$ cat config.mk
export PLATFORM = sky130hd
export DESIGN_NAME = mlbf_ctrl
export DESIGN_NICKNAME = d
export VERILOG_FILES = /design/src/rtl/mlbf_pkg.sv /design/src/rtl/mlbf_ctrl.sv
export SDC_FILE = /design/constraint.sdc
export NUM_CORES = 1
export LEC_CHECK = 0
export ABC_CLOCK_PERIOD_IN_PS = 1300
export CORE_AREA = 3 3 40 42
export CTS_BUF_LIST = sky130_fd_sc_hd__clkbuf_2
export DETAILED_ROUTE_END_ITERATION = 10
export DIE_AREA = 0 0 43 45
export DONT_BUFFER_PORTS = 1
export HOLD_SLACK_MARGIN = 0.08
export MAX_ROUTING_LAYER = met4
export PLACE_DENSITY_LB_ADDON = 0.25
export SLEW_MARGIN = 20
export SYNTH_ARGS = -nofsm -noshare
export SYNTH_HDL_FRONTEND = slang
export SYNTH_SLANG_ARGS = --single-unit
$ cat constraint.sdc
create_clock -name clk_i -period 1.3 [get_ports clk_i]
set_input_delay 0.13 -clock clk_i [delete_from_list [all_inputs] [get_ports clk_i]]
set_output_delay 0.13 -clock clk_i [all_outputs]
set_load 0.03 [all_outputs]
$ cat src/rtl/mlbf_pkg.sv
// Shared types and codes for the MAC learning bridge forwarder.
package mlbf_pkg;

  localparam int unsigned MacW = 48;
  localparam int unsigned IfW  = 16;

  localparam logic [1:0] KindBridge  = 2'd0;
  localparam logic [1:0] KindUnicast = 2'd1;
  localparam logic [1:0] KindFlood   = 2'd2;
  localparam logic [1:0] KindNone    = 2'd3;

  localparam logic [1:0] LearnKnown = 2'd0;
  localparam logic [1:0] LearnNew   = 2'd1;
  localparam logic [1:0] LearnFull  = 2'd2;
  localparam logic [1:0] LearnNa    = 2'd3;

  localparam logic [1:0] RegBridge = 2'd0;
  localparam logic [1:0] RegFloodA = 2'd1;
  localparam logic [1:0] RegFloodB = 2'd2;

  localparam logic FuncIngress = 1'b0;

  typedef enum logic [2:0] {
    StIdle,
    StRead,
    StCmp,
    StResult,
    StOut1,
    StOut2
  } mlbf_state_e;

  typedef struct packed {
    logic load_in;
    logic rd_en;
    logic inc_idx;
    logic make_first;
    logic make_second;
  } mlbf_cmd_t;

  typedef struct packed {
    logic scan_done;
    logic match;
    logic two_results;
  } mlbf_sts_t;

endpackage

$ cat src/rtl/mlbf_ctrl.sv
// Sequencer for table scan, learn and result delivery.
module mlbf_ctrl
  import mlbf_pkg::*;
(
  input  logic      clk_i,
  input  logic      rst_ni,
  input  logic      in_valid_i,
  output logic      in_ready_o,
  output logic      out_valid_o,
  input  logic      out_ready_i,
  input  mlbf_sts_t sts_i,
  output mlbf_cmd_t cmd_o
);

  mlbf_state_e state_q, state_d;

  always_ff @(posedge clk_i or negedge rst_ni) begin
    if (!rst_ni) begin
      state_q <= StIdle;
    end else begin
      state_q <= state_d;
    end
  end

  always_comb begin
    state_d = state_q;
    case (state_q)
      StIdle: begin
        if (in_valid_i) state_d = StRead;
      end
      StRead: begin
        if (sts_i.scan_done) state_d = StResult;
        else state_d = StCmp;
      end
      StCmp: begin
        if (sts_i.match) state_d = StResult;
        else state_d = StRead;
      end
      StResult: state_d = StOut1;
      StOut1: begin
        if (out_ready_i) state_d = sts_i.two_results ? StOut2 : StIdle;
      end
      StOut2: begin
        if (out_ready_i) state_d = StIdle;
      end
      default: state_d = StIdle;
    endcase
  end

  always_comb begin
    cmd_o       = '0;
    in_ready_o  = 1'b0;
    out_valid_o = 1'b0;
    case (state_q)
      StIdle: begin
        in_ready_o    = 1'b1;
        cmd_o.load_in = in_valid_i;
      end
      StRead:   cmd_o.rd_en = !sts_i.scan_done;
      StCmp:    cmd_o.inc_idx = !sts_i.match;
      StResult: cmd_o.make_first = 1'b1;
      StOut1: begin
        out_valid_o       = 1'b1;
        cmd_o.make_second = out_ready_i && sts_i.two_results;
      end
      StOut2:   out_valid_o = 1'b1;
      default:  cmd_o = '0;
    endcase
  end

endmodule

==> results of run 1 <==
## kinds of logic (layout without fill, tap and decap cells)
group	Yosys count	in the layout	share of synthesized area, %
flops	3	3	37.0
buf+inv	2	15	3.71
mux	1	1	4.94
compound gates	4	4	13.6
simple gates	12	12	40.7
## layout make-up
| cell class | count | area (sq um) |
|---|---|---|
| well taps | 15 | 18.8 |
| multi-input cells | 17 | 159 |
| clock buffers | 4 | 20.0 |
| inverters | 2 | 7.51 |
| fillers | 140 | 928 |
| flip-flops and latches | 3 | 78.8 |
| repair buffers | 9 | 72.6 |
## worst min path at each step
stage | from | to | slack (ns) | depth (start not counted)
final | out_ready_i | state_q[2]$_DFFE_PN0P_ | 0.14 | 2
after global routing | out_ready_i | state_q[2]$_DFFE_PN0P_ | 0.16 | 2
after CTS | out_ready_i | state_q[2]$_DFFE_PN0P_ | 0.14 | 2
after detailed placement | rst_ni | state_q[2]$_DFFE_PN0P_ | -0.17 | 0
after global placement | rst_ni | state_q[2]$_DFFE_PN0P_ | -0.17 | 0
after floorplan | rst_ni | state_q[0]$_DFFE_PN0P_ | -0.17 | 0
## power by group
part / switching, uW / internal [uW] / total [uW]
clock: 47.1 / 81.1 / 128
combinational: 287 / 266 / 553
sequential: 114 / 148 / 262
total: 448 / 495 / 943
## what timing repair did
item | CTS | global route
cloned | 0 | 0
endpoints found under the setup margin | 4 | 5
endpoints found under the hold margin | 4 | 0
resized for setup | 4 | 4
buffers inserted | 1 | 0
hold buffers | 2 | 0
pin swaps | 1 | 2
## metrics by stage
step / std cells / instance area (sq um) / hold slack [ns]
final: 50 / 357 / 0.144
after global routing: 50 / 357 / 0.155
after global placement: 43 / 285 / -0.165
after CTS: 50 / 339 / 0.140
after detailed placement: 43 / 285 / -0.165
after floorplan: 22 / 221 / -0.166
## metal layers
layer / up-vias / GRT usage [%] / part of all wire (%) / wire (um)
li1: 105 / - / - / -
met2: 7 / 10.5 / 52 / 296
met3: 0 / 5.18 / 7.9 / 45
met4: 0 / 5.42 / 0 / 0
met1: 101 / 6.31 / 40 / 226
met5: - / - / 0 / 0
## critical path, delay by kind of cell (launching register included)
family	cells	cell delay, ns
and+or+nand+nor	2	0.37
DFF	1	0.46
buffers and inverters	1	0.12
## cell usage in the layout (no fill, tap or decap), types with 2 or more instances in the layout
master / n
clkbuf_2: 4
inv_1: 2
nor2b_1: 2
dfrtp_2: 3
buf_4: 5
nor4b_2: 2
dlygate4sd3_1: 2
==> metrics.csv, run 1 <==
stage;metric;value;unit
critical_path;Reg-to-Reg Start;state_q[0]$_DFFE_PN0P_;
synthesis;Mapped Nets;29;
timing;measured slew at the worst slew-check pin;0.209;ns
global_route;total gr overflow;0;
detailed_routing;WL/cell;11.3;um
critical_path;CP Cell Sequence;nor3_4 -> and2_4 -> buf_6;
flow_run;maxcap violations;0;
floorplan;chip height;45;um
timing;Fmax;784;MHz
floorplan;I/O Pins;14;
synthesis;Post-synth EDFFs;0;
clock_network;CTS Root Cell;clkbuf_2;
global_route;initial antenna violation count;0;
detailed_routing;ANT nets after route;0;
placed_design;# port buffers;0;
floorplan;core area;0.00128;sq mm
global_route;first-pass GRT wire length;897;um
final_layout;utilization after layout;27.8;%
floorplan;cell row count;13;
clock_network;total number of H-tree levels;1;
synthesis;Cells after Synth;22;
timing;Slew Limit Fails;0;
detailed_routing;vias per cell;4.26;
clock_network;clock latency on the worst-skew pair;0.20;ns
clock_network;CTS sink count;3;
critical_path;Slowest-stage cell, CP;dfrtp_2;
floorplan;die area;0.00194;sq mm
power_and_ir_drop;PD cells;2640;mW/mm^2
final_layout;diode count;0;
synthesis;register bit total from synthesis;3;
timing;Slew HR;86.1;%
final_layout;area delta synth->final;75.9;%
clock_network;clk buf depth;2;
global_route;vias in the first global route;213;
critical_path;Worst path max stage delay;0.46;ns
power_and_ir_drop;standby leakage power;0.000161;uW
timing;Final setup viols;0;
detailed_routing;WL final;567;um
synthesis;Synth Warn #;0;
synthesis;most frequent cells after synthesis;dfrtp_1, inv_1, nor2b_1, nor4b_1;
synthesis;post-synthesis async set-or-reset flop share;100;%
placed_design;Post-DP HPWL;424;um
critical_path;CP startpoint;state_q[1]$_DFFE_PN0P_;
timing;fin crit share;98.1;%
power_and_ir_drop;maximum resistive drop on vdd;0.949;mV
global_route;largest net degree at the start of global routing;9;
synthesis;top-count cell post-synth;dfrtp_1;
detailed_routing;drt first pass iters;2;
detailed_routing;detailed-route DRC error count;0;
synthesis;top cell type's share of synthesized area;37.0;%
min_path;Tightest Hold Check Type;in -> reg;
critical_path;Worst setup EP type;primary output;
critical_path;crit path kind;reg -> out;
synthesis;post-synthesis sequential area ratio;37.0;%
clock_network;CTS tree;built;
critical_path;Arr. time, crit path;1.14;ns
clock_network;clock-pin slew on the worst setup and hold paths;0.04;ns
placed_design;DP Worst Slack;0.177;ns
final_layout;max reg flops;3;
critical_path;CP Launch Type;flop;
critical_path;worst-path maximum fanout;8;
synthesis;most common flop cell mapped by yosys;dfrtp_1;
timing;endpoints failing hold;0;
outcome;status;finished, final reports clean;
power_and_ir_drop;Total Power;943;uW
final_layout;largest registers;state_q x3;
final_layout;Final nets;43;
timing;RSZ-0062 raised after global routing;yes;
clock_network;Num CTS Buffers;3;
floorplan;Die Wd;43;um
final_layout;layout cells sized above 1;57.1;%
timing;slack of the critical path;0.0252;ns
detailed_routing;vias;213;
synthesis;Avg Inst Size Synth;9.21;sq um
floorplan;Initial Util;15.8;%
detailed_routing;initial DRC count;2;
critical_path;Worst R2R Setup Slack;0.12;ns
placed_design;Placer Congestion;0.649;
critical_path;Worst R2R End;state_q[0]$_DFFE_PN0P_;
critical_path;crit path to;cmd_o[4];
critical_path;CP required;1.17;ns
global_route;GRT Util Overall;7.14;%
final_layout;register bank with the most flops;state_q;
synthesis;top post-synthesis cells by area;dfrtp_1, nor4b_1, nor2b_1;
timing;post-route setup TNS;0;ns
synthesis;cell taking the most area after synthesis;dfrtp_1;
timing;clock skew;0.00453;ns
synthesis;Cell variety after synth;17;
timing;Tmin final;1.27;ns
critical_path;R2R depth;4;
synthesis;Post-Syn Area;203;sq um
No activity file was read; power rests on OpenSTA's default activity.
==> run 2: changes to the inputs <==
--- a/config.mk
+++ b/config.mk
@@ -6,10 +6,10 @@
 export NUM_CORES = 1
 export LEC_CHECK = 0
 export ABC_CLOCK_PERIOD_IN_PS = 1300
-export CORE_AREA = 3 3 40 42
+export CORE_AREA = 2 2 39 41
 export CTS_BUF_LIST = sky130_fd_sc_hd__clkbuf_2
 export DETAILED_ROUTE_END_ITERATION = 10
-export DIE_AREA = 0 0 43 45
+export DIE_AREA = 0 0 41 43
 export DONT_BUFFER_PORTS = 1
 export HOLD_SLACK_MARGIN = 0.08
 export MAX_ROUTING_LAYER = met4
==> metrics.csv, run 2 (synthesized netlist as in run 1, its figures left out) <==
stage;metric;value;unit;change
timing;WHS;0.164;ns;+0.0206 ns
timing;Slew HR;83.5;%;-2.5 points
clock_network;CTS Root Cell;clkbuf_2;;
critical_path;Reg-to-Reg Start;state_q[1]$_DFFE_PN0P_;;
critical_path;Worst R2R Setup Slack;0.09;ns;-0.03 ns
final_layout;layout cells sized above 1;59.5;%;+2.3 points
placed_design;Placer Congestion;0.647;;-0.32%
critical_path;Worst path max stage delay;0.46;ns;about the same
critical_path;R2R depth;4;;unchanged
power_and_ir_drop;PD cells;2630;mW/mm^2;-0.48%
detailed_routing;initial DRC count;0;;-2
floorplan;core area;0.00138;sq mm;+7.7%
power_and_ir_drop;maximum resistive drop on vdd;0.630;mV;-34%
final_layout;leading cell type in the layout, fill and taps excluded;buf_4;;
clock_network;total number of H-tree levels;1;;unchanged
floorplan;chip height;43;um;-4.4%
outcome;status;finished, final reports clean;;
clock_network;clock latency on the worst-skew pair;0.20;ns;about the same
detailed_routing;drt first pass iters;1;;-1
critical_path;CP Launch Type;flop;;
timing;Final setup viols;0;;unchanged
clock_network;clk buf depth;2;;unchanged
global_route;first-pass GRT wire length;993;um;+11%
min_path;worst-case hold path end point;state_q[2]$_DFFE_PN0P_;;
clock_network;CTS sink count;3;;unchanged
power_and_ir_drop;standby leakage power;0.000172;uW;+7.0%
min_path;Worst Hold Depth;2;;unchanged
timing;measured slew at the worst slew-check pin;0.246;ns;+0.0370 ns
detailed_routing;detailed-route DRC error count;0;;unchanged
timing;endpoints failing hold;0;;unchanged
timing;Tmin final;1.29;ns;+0.0165 ns
detailed_routing;WL/cell;11.8;um;+4.3%
floorplan;cell row count;14;;+1
floorplan;I/O Pins;14;;unchanged
floorplan;Die Wd;41;um;-4.7%
critical_path;WP buf/inv;1;;unchanged
final_layout;max reg flops;3;;unchanged
timing;clock skew;0.000586;ns;-0.00394 ns
global_route;GRT Util Overall;9.28;%;+2.1 points
critical_path;CP required;1.17;ns;about the same
critical_path;Largest delay share family, worst path;flip-flops;;
final_layout;utilization after layout;27.5;%;-0.26 points
min_path;Tightest Hold Check Type;in -> reg;;
clock_network;CTS tree;built;;
placed_design;# port buffers;0;;unchanged
final_layout;Final nets;45;;+4.7%
timing;RSZ-0062 raised after global routing;yes;;
timing;slack of the critical path;0.00875;ns;-0.0165 ns
power_and_ir_drop;Total Power;1000;uW;+6.2%
global_route;largest net degree at the start of global routing;8;;-1
floorplan;die area;0.00176;sq mm;-8.9%
critical_path;crit path kind;reg -> out;;
detailed_routing;vias;220;;+3.3%
critical_path;Worst setup EP type;primary output;;
flow_run;maxcap violations;0;;unchanged
final_layout;diode count;0;;unchanged
clock_network;Num CTS Buffers;3;;unchanged
placed_design;DP Worst Slack;0.161;ns;-0.0160 ns
global_route;total gr overflow;0;;unchanged
timing;Slew Limit Fails;0;;unchanged
final_layout;area delta synth->final;87.7;%;
final_layout;commonest non-fill, non-tap cells in the layout;buf_4, clkbuf_2, dfrtp_2;;
global_route;vias in the first global route;250;;+17%
global_route;initial antenna violation count;0;;unchanged
final_layout;register bank with the most flops;state_q;;
detailed_routing;vias per cell;4.15;;-2.6%
critical_path;Worst R2R End;state_q[0]$_DFFE_PN0P_;;
floorplan;Initial Util;14.6;%;-1.1 points
final_layout;largest registers;state_q x3;;
timing;fin crit share;99.3;%;+1.3 points
critical_path;CP Cell Sequence;nor3_4 -> and2_4 -> buf_6;;
clock_network;clock-pin slew on the worst setup and hold paths;0.04;ns;about the same
timing;Fmax;774;MHz;-1.3%
placed_design;Post-DP HPWL;439;um;+3.4%
detailed_routing;ANT nets after route;0;;unchanged
critical_path;Slowest-stage cell, CP;dfrtp_2;;
critical_path;Arr. time, crit path;1.16;ns;+0.02 ns
detailed_routing;WL final;627;um;+11%
min_path;Worst Hold Launch;out_ready_i;;
critical_path;worst-path maximum fanout;6;;-2
[run 2: area by class of cell]
type	instances	area (sq um)
fill	152	1000
tap	16	20.0
multi-input combinational	17	163
inverter	2	7.51
timing repair buffer	11	91.3
clock buffer	4	20.0
sequential	3	78.8
[run 2: power breakdown]
part	internal [uW]	switching, uW
combinational	302	309
sequential	148	115
clock	81.1	45.6
total	531	470
[run 2: what timing repair did]
item / 4_1_cts / 5_1_grt
setup buffers: 3 / 0
hold buffers: 2 / 0
pin swaps: 3 / 1
endpoints found under the setup margin: 4 / 4
gates resized for setup: 6 / 4
hold endpoints to repair: 4 / 0
gates cloned: 0 / 0
[run 2: layer usage]
metal	wire length [um]	vias up	share of wire [%]	GRT usage [%]
met2	412	5	66	16.3
met5	0	-	0	-
li1	-	108	-	-
met3	41	0	6.5	2.09
met1	173	107	28	7.12
met4	0	0	0	8.00
[run 2: how the worst max path moves through the flow]
stage,start,endpoint,slack [ns],depth (start not counted)
final,state_q[0]$_DFFE_PN0P_,cmd_o[4],0.009,3
after CTS,state_q[0]$_DFFE_PN0P_,cmd_o[4],-0.02,3
after detailed placement,state_q[1]$_DFFE_PN0P_,cmd_o[0],0.16,3
after floorplan,state_q[0]$_DFFE_PN0P_,cmd_o[4],-0.14,2
after global routing,state_q[0]$_DFFE_PN0P_,cmd_o[4],-0.06,3
after global placement,state_q[1]$_DFFE_PN0P_,cmd_o[0],0.19,3
[run 2: worst reg2reg max path: cells and delay by family (launching register included)]
| kind | cells | cell delay (ns) |
|---|---|---|
| DFF | 1 | 0.45 |
| AOI/OAI and AO/OA | 2 | 0.34 |
| buffers and inverters | 1 | 0.16 |
| and+or+nand+nor | 1 | 0.17 |
[run 2: stage by stage]
stage          cells  setup TNS [ns]  instance area [sq um]
2_1_floorplan     22          -0.135                    221
3_3_place_gp      44               0                    287
3_5_place_dp      44               0                    287
4_1_cts           53         -0.0216                    365
5_1_grt           53          -0.196                    380
6_report          53               0                    380
